`config.mk`:
```
export PLATFORM = sky130hd
export DESIGN_NAME = loopback_frame_assembler
export DESIGN_NICKNAME = d
export VERILOG_FILES = /design/src/sv/lfa_pkg.sv /design/src/sv/loopback_frame_assembler.sv /design/src/sv/lfa_front.sv /design/src/sv/lfa_job_queue.sv /design/src/sv/lfa_back.sv
export SDC_FILE = /design/constraint.sdc
export NUM_CORES = 1
export LEC_CHECK = 0
export BUFFER_PORTS_ARGS = -buffer_cell sky130_fd_sc_hd__clkbuf_2
export CORE_MARGIN = 10
export CORE_UTILIZATION = 60
export CTS_CLUSTER_DIAMETER = 120
export DETAILED_ROUTE_END_ITERATION = 6
export HOLD_SLACK_MARGIN = 0.03
export PLACE_DENSITY_LB_ADDON = 0.12
export SLEW_MARGIN = 10
export SYNTH_ARGS = -nofsm -noshare
export SYNTH_HDL_FRONTEND = slang
export SYNTH_SLANG_ARGS = --single-unit
```
`constraint.sdc`:
```
create_clock -name clk -period 8.2 [get_ports clk]
set_input_delay 0 -clock clk [delete_from_list [all_inputs] [get_ports clk]]
set_output_delay 0 -clock clk [all_outputs]
set_load 0.05 [all_outputs]
```
`src/sv/lfa_pkg.sv`:
```
// ----------------------------------------------------------------------------
// lfa_pkg
// Shared types and constants for the loopback frame assembler.
// ----------------------------------------------------------------------------
package lfa_pkg;

    localparam int MAX_FRAME_BYTES = 2048;
    localparam int FILL_BURST      = 64;
    localparam int RESULT_CAP      = 64;
    localparam int JOBQ_DEPTH      = 4;
    localparam int JOBQ_AW         = $clog2(JOBQ_DEPTH);
    localparam int SIZE_W          = 12;
    localparam int LEN_W           = 7;

    typedef enum logic [1:0] {
        CMD_FORWARD = 2'd0,
        CMD_PAYLOAD = 2'd1,
        CMD_CLOSE   = 2'd2,
        CMD_UNUSED  = 2'd3
    } cmd_e;

    typedef enum logic [1:0] {
        PHASE_START  = 2'd0,
        PHASE_HEADER = 2'd1,
        PHASE_REPLY  = 2'd2,
        PHASE_CLOSED = 2'd3
    } phase_e;

    typedef enum logic [1:0] {
        REG_SKIP_COUNT     = 2'd0,
        REG_RECEIPT_NUMBER = 2'd1,
        REG_FILLER_BYTE    = 2'd2,
        REG_FRAME_SIZE     = 2'd3
    } reg_e;

    typedef struct packed {
        logic [1:0]  cmd;
        logic [47:0] fwd_address;
        logic [7:0]  payload_byte;
    } in_item_t;

    typedef struct packed {
        logic [7:0]  frame_byte;
        logic [10:0] byte_offset;
        logic        run_last;
        logic        frame_end;
    } out_item_t;

    typedef struct packed {
        logic             hdr;
        logic             fwd;
        logic             rep;
        logic             pay;
        logic [LEN_W-1:0] len;
        logic [47:0]      fwd_address;
        logic [7:0]       payload_byte;
    } job_t;

    typedef struct packed {
        logic [15:0]       skip_count;
        logic [15:0]       receipt_number;
        logic [7:0]        filler_byte;
        logic [SIZE_W-1:0] frame_size;
    } cfg_t;

endpackage

```
`src/sv/loopback_frame_assembler.sv`:
```
// ----------------------------------------------------------------------------
// loopback_frame_assembler
// Builds a loopback frame as a byte stream cut to the configured size.
// The first byte of an item passes through the job queue and then the output
// register before it reaches the result ports.
// Throughput: one frame byte per cycle from the back end while the result
// side is free; an item's job lists up to ten bytes, or up to 64 for a close,
// an item whose bytes all fall beyond the frame size yields nothing and one
// that yields no bytes makes no job, and items are taken every cycle while
// the four-entry job queue has room.
// Reset clears the frame position, the phase, the job queue and the output
// valid flag; it zeroes the configuration registers but sets the size to 64.
// ----------------------------------------------------------------------------
module loopback_frame_assembler
    import lfa_pkg::*;
(
    input  logic      clk,
    input  logic      rst_n,
    input  logic      psel,
    input  logic      penable,
    input  logic      pwrite,
    input  logic [3:0]  paddr,
    input  logic [31:0] pwdata,
    output logic [31:0] prdata,
    output logic      pready,
    input  logic      push,
    output logic      full,
    input  in_item_t  item,
    output logic      empty,
    input  logic      pop,
    output out_item_t result
);

    cfg_t cfg_reg;
    logic cfg_wr;
    logic job_push;
    job_t job_in;
    logic job_full;
    logic job_valid;
    job_t job_head;
    logic job_pop;

    assign pready = 1'b1;
    assign cfg_wr = psel && penable && pwrite;

    always_ff @(posedge clk or negedge rst_n)
    begin
        if (!rst_n)
        begin
            cfg_reg.skip_count     <= '0;
            cfg_reg.receipt_number <= '0;
            cfg_reg.filler_byte    <= '0;
            cfg_reg.frame_size     <= SIZE_W'(64);
        end
        else if (cfg_wr)
        begin
            case (reg_e'(paddr[3:2]))
                REG_SKIP_COUNT:     cfg_reg.skip_count     <= pwdata[15:0];
                REG_RECEIPT_NUMBER: cfg_reg.receipt_number <= pwdata[15:0];
                REG_FILLER_BYTE:    cfg_reg.filler_byte    <= pwdata[7:0];
                REG_FRAME_SIZE:     cfg_reg.frame_size     <= pwdata[SIZE_W-1:0];
                default:            cfg_reg.frame_size     <= cfg_reg.frame_size;
            endcase
        end
    end

    always_comb
    begin
        case (reg_e'(paddr[3:2]))
            REG_SKIP_COUNT:     prdata = {16'd0, cfg_reg.skip_count};
            REG_RECEIPT_NUMBER: prdata = {16'd0, cfg_reg.receipt_number};
            REG_FILLER_BYTE:    prdata = {24'd0, cfg_reg.filler_byte};
            REG_FRAME_SIZE:     prdata = {{(32 - SIZE_W){1'b0}}, cfg_reg.frame_size};
            default:            prdata = '0;
        endcase
    end

    lfa_front u_front (
        .clk      (clk),
        .rst_n    (rst_n),
        .push     (push),
        .full     (full),
        .item     (item),
        .job_push (job_push),
        .job      (job_in),
        .job_full (job_full)
    );

    lfa_job_queue u_job_queue (
        .clk      (clk),
        .rst_n    (rst_n),
        .wr_en    (job_push),
        .wr_job   (job_in),
        .full     (job_full),
        .rd_en    (job_pop),
        .rd_job   (job_head),
        .rd_valid (job_valid)
    );

    lfa_back u_back (
        .clk       (clk),
        .rst_n     (rst_n),
        .cfg       (cfg_reg),
        .job_valid (job_valid),
        .job       (job_head),
        .job_pop   (job_pop),
        .empty     (empty),
        .pop       (pop),
        .result    (result)
    );

endmodule

```
`src/sv/lfa_front.sv`:
```
// ----------------------------------------------------------------------------
// lfa_front
// Accepts input items, tracks the frame phase and turns each item into a
// job that lists the byte segments it produces.
// ----------------------------------------------------------------------------
module lfa_front
    import lfa_pkg::*;
(
    input  logic     clk,
    input  logic     rst_n,
    input  logic     push,
    output logic     full,
    input  in_item_t item,
    output logic     job_push,
    output job_t     job,
    input  logic     job_full
);

    phase_e phase_reg;
    phase_e phase_next;
    phase_e phase_mid;
    logic   accept;
    logic   [LEN_W-1:0] fixed_len;
    logic   [LEN_W-1:0] fill_len;

    assign full   = job_full;
    assign accept = push && !job_full;

    always_comb
    begin
        job.hdr          = 1'b0;
        job.fwd          = 1'b0;
        job.rep          = 1'b0;
        job.pay          = 1'b0;
        job.fwd_address  = item.fwd_address;
        job.payload_byte = item.payload_byte;
        phase_next       = phase_reg;
        phase_mid        = (phase_reg == PHASE_START) ? PHASE_HEADER : phase_reg;
        case (cmd_e'(item.cmd))
            CMD_FORWARD:
            begin
                job.hdr    = (phase_reg == PHASE_START);
                job.fwd    = (phase_mid == PHASE_HEADER);
                phase_next = phase_mid;
            end
            CMD_PAYLOAD:
            begin
                job.hdr    = (phase_reg == PHASE_START);
                job.rep    = (phase_mid == PHASE_HEADER);
                job.pay    = job.rep || (phase_mid == PHASE_REPLY);
                phase_next = job.rep ? PHASE_REPLY : phase_mid;
            end
            CMD_CLOSE:
            begin
                job.hdr    = (phase_reg == PHASE_START);
                job.rep    = (phase_mid == PHASE_HEADER);
                phase_next = PHASE_CLOSED;
            end
            default:
            begin
                phase_next = phase_reg;
            end
        endcase
        fixed_len = (job.hdr ? LEN_W'(2) : '0) + (job.fwd ? LEN_W'(8) : '0)
                  + (job.rep ? LEN_W'(4) : '0) + (job.pay ? LEN_W'(1) : '0);
        if (fixed_len + LEN_W'(FILL_BURST) > LEN_W'(RESULT_CAP))
        begin
            fill_len = LEN_W'(RESULT_CAP);
        end
        else
        begin
            fill_len = fixed_len + LEN_W'(FILL_BURST);
        end
        job.len  = (cmd_e'(item.cmd) == CMD_CLOSE) ? fill_len : fixed_len;
        job_push = accept && (job.len != '0);
    end

    always_ff @(posedge clk or negedge rst_n)
    begin
        if (!rst_n)
        begin
            phase_reg <= PHASE_START;
        end
        else if (accept)
        begin
            phase_reg <= phase_next;
        end
    end

    // A job with a payload byte only leaves when the item moves the frame to the reply phase.
    assert property (@(posedge clk) disable iff (!rst_n)
        job_push && job.pay |-> phase_next == PHASE_REPLY)
        else $error("payload job outside the reply phase");
    assert property (@(posedge clk) disable iff (!rst_n)
        job_push && job.fwd |-> phase_reg != PHASE_REPLY && phase_reg != PHASE_CLOSED)
        else $error("forward job after the reply header");
    assert property (@(posedge clk) disable iff (!rst_n)
        accept && phase_reg == PHASE_CLOSED |=> phase_reg == PHASE_CLOSED)
        else $error("closed frame left its final phase");

endmodule

```
`src/sv/lfa_job_queue.sv`:
```
// ----------------------------------------------------------------------------
// lfa_job_queue
// Short queue of jobs between the front and the back.
// ----------------------------------------------------------------------------
module lfa_job_queue
    import lfa_pkg::*;
(
    input  logic clk,
    input  logic rst_n,
    input  logic wr_en,
    input  job_t wr_job,
    output logic full,
    input  logic rd_en,
    output job_t rd_job,
    output logic rd_valid
);

    job_t                 entry_reg [JOBQ_DEPTH];
    logic [JOBQ_AW-1:0]   wr_ptr_reg;
    logic [JOBQ_AW-1:0]   rd_ptr_reg;
    logic [JOBQ_AW:0]     count_reg;
    logic [JOBQ_AW:0]     count_next;
    logic                 do_wr;
    logic                 do_rd;

    assign full     = (count_reg == (JOBQ_AW + 1)'(JOBQ_DEPTH));
    assign rd_valid = (count_reg != '0);
    assign rd_job   = entry_reg[rd_ptr_reg];
    assign do_wr    = wr_en && !full;
    assign do_rd    = rd_en && rd_valid;

    always_comb
    begin
        count_next = count_reg;
        if (do_wr && !do_rd)
        begin
            count_next = count_reg + 1'b1;
        end
        else if (do_rd && !do_wr)
        begin
            count_next = count_reg - 1'b1;
        end
    end

    always_ff @(posedge clk or negedge rst_n)
    begin
        if (!rst_n)
        begin
            wr_ptr_reg <= '0;
            rd_ptr_reg <= '0;
            count_reg  <= '0;
        end
        else
        begin
            if (do_wr)
            begin
                wr_ptr_reg <= wr_ptr_reg + 1'b1;
            end
            if (do_rd)
            begin
                rd_ptr_reg <= rd_ptr_reg + 1'b1;
            end
            count_reg <= count_next;
        end
    end

    always_ff @(posedge clk)
    begin
        if (do_wr)
        begin
            entry_reg[wr_ptr_reg] <= wr_job;
        end
    end

    assert property (@(posedge clk) disable iff (!rst_n)
        count_reg <= (JOBQ_AW + 1)'(JOBQ_DEPTH))
        else $error("job queue count above its depth");
    assert property (@(posedge clk) disable iff (!rst_n)
        do_wr && !do_rd |=> count_reg == $past(count_reg) + 1'b1)
        else $error("job queue count missed a write");
    assert property (@(posedge clk) disable iff (!rst_n)
        rd_valid |-> rd_job.len != '0)
        else $error("empty job in the queue");

endmodule

```
`src/sv/lfa_back.sv`:
```
// ----------------------------------------------------------------------------
// lfa_back
// Walks each job one byte per cycle while the output is free, keeps the frame
// position, drops bytes beyond the frame size and registers the result.
// ----------------------------------------------------------------------------
module lfa_back
    import lfa_pkg::*;
(
    input  logic      clk,
    input  logic      rst_n,
    input  cfg_t      cfg,
    input  logic      job_valid,
    input  job_t      job,
    output logic      job_pop,
    output logic      empty,
    input  logic      pop,
    output out_item_t result
);

    logic [SIZE_W-1:0] pos_reg;
    logic [SIZE_W-1:0] pos_next;
    logic [LEN_W-2:0]  idx_reg;
    logic [LEN_W-2:0]  idx_next;
    out_item_t         out_reg;
    logic              out_valid_reg;
    logic [SIZE_W-1:0] size_eff;
    logic              can_out;
    logic              room;
    logic              emit;
    logic              last;
    logic [LEN_W-1:0]  k;
    logic [LEN_W-1:0]  seg_a;
    logic [LEN_W-1:0]  seg_b;
    logic [LEN_W-1:0]  seg_c;
    logic [LEN_W-1:0]  seg_d;
    logic [LEN_W-1:0]  rel;
    logic [7:0]        cur_byte;

    assign size_eff = (cfg.frame_size > SIZE_W'(MAX_FRAME_BYTES))
                    ? SIZE_W'(MAX_FRAME_BYTES) : cfg.frame_size;
    assign can_out  = !out_valid_reg || pop;
    assign room     = (pos_reg < size_eff);
    assign emit     = job_valid && can_out && room;
    assign k        = {1'b0, idx_reg};
    assign last     = (k + 1'b1 == job.len) || (pos_reg + 1'b1 == size_eff);
    assign job_pop  = job_valid && can_out && (!room || last);
    assign pos_next = emit ? pos_reg + 1'b1 : pos_reg;
    assign idx_next = job_pop ? '0 : (emit ? idx_reg + 1'b1 : idx_reg);
    assign empty    = !out_valid_reg;
    assign result   = out_reg;

    assign seg_a = job.hdr ? LEN_W'(2) : '0;
    assign seg_b = seg_a + (job.fwd ? LEN_W'(8) : '0);
    assign seg_c = seg_b + (job.rep ? LEN_W'(4) : '0);
    assign seg_d = seg_c + (job.pay ? LEN_W'(1) : '0);

    always_comb
    begin
        rel      = '0;
        cur_byte = cfg.filler_byte;
        if (k < seg_a)
        begin
            cur_byte = k[0] ? cfg.skip_count[15:8] : cfg.skip_count[7:0];
        end
        else if (k < seg_b)
        begin
            rel = k - seg_a;
            case (rel[2:0])
                3'd0:    cur_byte = 8'd2;
                3'd1:    cur_byte = 8'd0;
                3'd2:    cur_byte = job.fwd_address[47:40];
                3'd3:    cur_byte = job.fwd_address[39:32];
                3'd4:    cur_byte = job.fwd_address[31:24];
                3'd5:    cur_byte = job.fwd_address[23:16];
                3'd6:    cur_byte = job.fwd_address[15:8];
                default: cur_byte = job.fwd_address[7:0];
            endcase
        end
        else if (k < seg_c)
        begin
            rel = k - seg_b;
            case (rel[1:0])
                2'd0:    cur_byte = 8'd1;
                2'd1:    cur_byte = 8'd0;
                2'd2:    cur_byte = cfg.receipt_number[7:0];
                default: cur_byte = cfg.receipt_number[15:8];
            endcase
        end
        else if (k < seg_d)
        begin
            cur_byte = job.payload_byte;
        end
    end

    always_ff @(posedge clk or negedge rst_n)
    begin
        if (!rst_n)
        begin
            pos_reg       <= '0;
            idx_reg       <= '0;
            out_valid_reg <= 1'b0;
        end
        else
        begin
            pos_reg <= pos_next;
            idx_reg <= idx_next;
            if (emit)
            begin
                out_valid_reg <= 1'b1;
            end
            else if (pop)
            begin
                out_valid_reg <= 1'b0;
            end
        end
    end

    always_ff @(posedge clk)
    begin
        if (emit)
        begin
            out_reg.frame_byte  <= cur_byte;
            out_reg.byte_offset <= pos_reg[10:0];
            out_reg.run_last    <= last;
            out_reg.frame_end   <= (pos_reg + 1'b1 == size_eff);
        end
    end

    assert property (@(posedge clk) disable iff (!rst_n)
        pos_reg <= SIZE_W'(MAX_FRAME_BYTES))
        else $error("frame position beyond the largest frame");
    assert property (@(posedge clk) disable iff (!rst_n)
        emit && (pos_reg + 1'b1 == size_eff) |-> job_pop)
        else $error("job kept going past the frame end");
    assert property (@(posedge clk) disable iff (!rst_n)
        !empty && !pop |=> $stable(out_reg) && !empty)
        else $error("waiting result changed before it was taken");

endmodule
```
==> results_dict.tcl <==
set metrics [dict create \
    outcome "finished, final reports clean" \
    hold_class "input pin to flop" \
    largest_reg_flops 260 \
    synth_area_sq_mm 0.01575 \
    syn_inst 955 \
    fin_crit_sh_pct 53.30 \
    portBuffers 121 \
    die_y_microns 182.0 \
    irDropWorstVdd_mv 0.3080 \
    track_usage_pct 20.12 \
    synth_seq_cells 361 \
    placed_area_sq_mm 0.01663 \
    cp_max_fo 36 \
    detail-route-antenna-nets 0 \
    final_cell_mix "281 x edfxtp_1, 120 x clkbuf_2, 80 x dlygate4sd3_1" \
    cts_inserted_buffers 38 \
    hpwlAfterDp_microns 20390 \
    die_x_microns 182.0 \
    setup_tns_ps 0 \
    seqCellArea_sq_mm 0.01045 \
    period_minus_slack_ps 4370 \
    crit_type "flop to flop" \
    htree_levels 2 \
    syn_to_final_growth_pct 18.26 \
    route.detailed.drc 0 \
    worst_pin_slew_ps 1031 \
    antenna_found_initial 3 \
    maxCapViolations 0 \
    final_common_cell "edfxtp_1" \
    coreArea_sq_mm 0.02591 \
    layout-drive-gt1-share_pct 27.36 \
    critPathLaunchType "flop" \
    die-area_sq_mm 0.03313 \
    slew-limit-headroom_pct 31.02 \
    final_area_sq_mm 0.01862 \
    cts_resized 0 \
    insertion_delay_ps 530 \
    max_freq_mhz 228.8 \
    routed_wirelength_microns 33400 \
    finalHoldViolations 0 \
    rows 59 \
    synth_edf_count 281 \
    critPathCaptureType "flop" \
    finalNetCount 1291 \
    clk_path_buf_depth 3 \
    drt_iter0_drc 583 \
    avgSynthCellArea_sq_um 16.49 \
    rsz0062_at_grt "no" \
    clk_pin_slew_ps 60 \
    grt_start_max_net_pins 77 \
    power_density_mw_per_mm2 364.8 \
    cts_tree "built" \
    place_congestion 0.9040 \
    dr.pass1.iters 5 \
    skew_ps 24.45 \
    synth_cell_types 63 \
    synthFlopType "edfxtp_1" \
    root_buffer "clkbuf_16" \
    grt_pass1_wl_microns 53170 \
    ios 157 \
    arrival_ps 4640 \
    p_leak_nw 6.984 \
    required_ps 8470 \
    yosysWarnings 0 \
    vias 8999 \
    fillCellCount 1678 \
    ys_seq_area_share_pct 66.30 \
    multi_input_area_sq_mm 0.004954 \
    postSynth.asyncResetShare_pct 22.16 \
    initial_utilization_pct 60.78 \
    viasPerCell 5.897 \
    drv_slew 0 \
    numClockSinks 361 \
    final-setup-viol-count 0 \
    avgRoutedWirePerCell_microns 21.89 \
    grt_overflow 0 \
    grt_pass1_vias 9557 \
]
## through the flow
step                util [%]  cells  worst slack, ps  hold slack (ps)  power, mW
floorplan                  -    970             4254           -295.6      4.524
global placement       64.19   1376             3728           -182.4      5.123
detailed placement     64.19   1376             3722           -182.9      5.163
CTS                    71.85   1523             3704            54.65      6.840
global route           71.88   1526             3475            90.30      7.169
finish                 71.88   1526             3830            73.73      6.793
## kinds of logic (layout without fill, tap and decap cells)
| family | after synthesis | after routing | share of synthesized area (%) |
|---|---|---|---|
| DFF | 361 | 361 | 66.30 |
| and+or+nand+nor | 171 | 171 | 5.458 |
| muxes | 165 | 165 | 16.72 |
| AOI/OAI and AO/OA | 102 | 102 | 4.409 |
| buffers and inverters | 93 | 311 | 2.749 |
| xor gates and xnor gates | 32 | 32 | 1.962 |
| adders and majority gates | 29 | 29 | 2.352 |
| other | 2 | 20 | 0.04769 |
## Yosys cell counts, types with 3 or more instances
library cell / count / area share [%]
nor2b_1: 13 / 0.52
a311oi_1: 3 / 0.17
o221ai_1: 6 / 0.33
buf_1: 5 / 0.12
nand2b_1: 10 / 0.40
or3_1: 3 / 0.12
and4_1: 4 / 0.22
xnor2_1: 19 / 1.1
o22ai_1: 6 / 0.24
mux4_2: 73 / 10
buf_4: 18 / 0.86
nor3_1: 15 / 0.48
buf_2: 13 / 0.41
clkbuf_1: 26 / 0.62
edfxtp_1: 281 / 54
o21ai_0: 26 / 0.83
ha_1: 28 / 2.2
a31oi_1: 4 / 0.16
nand3_1: 16 / 0.51
dfrtp_1: 79 / 13
mux2_2: 55 / 3.9
nor4_1: 5 / 0.20
nand2_1: 49 / 1.2
nor2_1: 29 / 0.69
a21oi_1: 19 / 0.60
inv_1: 29 / 0.69
and2_1: 5 / 0.20
xor2_1: 11 / 0.61
o2bb2ai_1: 3 / 0.17
mux2i_1: 37 / 2.4
o22a_1: 6 / 0.33
nand4_1: 12 / 0.48
o211ai_1: 6 / 0.29
## worst max-delay path, cell delays in order (launching register included)
cell,delay (ps)
dfrtp_4,890
mux4_2,610
ha_1,240
ha_1,460
clkinv_1,750
mux2i_1,560
o22ai_1,160
mux2i_1,260
o221ai_1,150
## final cells by class
cell class / count / share of cell area [%]
Sequential cell: 361 / 56.09
Multi-Input combinational cell: 516 / 26.60
Timing Repair Buffer: 213 / 8.048
Clock buffer: 51 / 5.536
Tap cell: 335 / 2.251
Clock inverter: 16 / 0.8129
Inverter: 31 / 0.6248
Antenna cell: 3 / 0.04031
## report_power, final
group	leakage [nW]	total [mW]	switching, mW	internal, mW
Combinational	2.84	2.50	1.49	1.01
Sequential	3.56	2.67	0.252	2.41
Clock	0.575	1.63	0.679	0.951
Total	6.98	6.79	2.42	4.38
## per-layer routing
| metal | vias up | routed length, microns | GRT usage [%] | part of all wire [%] |
|---|---|---|---|---|
| met2 | 268 | 16650 | 33.55 | 50 |
| met4 | 2 | 679 | 5.369 | 2.0 |
| met1 | 4555 | 13950 | 26.26 | 42 |
| met5 | - | 16 | 0 | 0.048 |
| met3 | 52 | 2104 | 4.414 | 6.3 |
| li1 | 4122 | - | - | - |
## path summary, 6_finish.rpt
check | cells past startpoint | endpoint | from | slack (ps)
max in group asynchronous | 3 | u_job_queue.rd_ptr_reg[0] | rst_n | 7190
min in group asynchronous | 3 | u_job_queue.count_reg[1] | rst_n | 270
worst max register to register | 8 | u_back.result[20] | u_job_queue.rd_ptr_reg[0] | 3830
worst max-delay path | 8 | u_back.result[20] | u_job_queue.rd_ptr_reg[0] | 3830
worst min-delay path | 3 | u_job_queue.entry_reg[0][57] | item[56] | 70
worst min register to register | 1 | u_job_queue.count_reg[2] | u_job_queue.count_reg[2] | 490
## repair_timing
action,4_1_cts,5_1_grt
setup endpoints to repair,0,0
endpoints found under the hold margin,358,0
setup buffers,0,0
hold buffers,80,0
(Power assumes the default switching activity.)
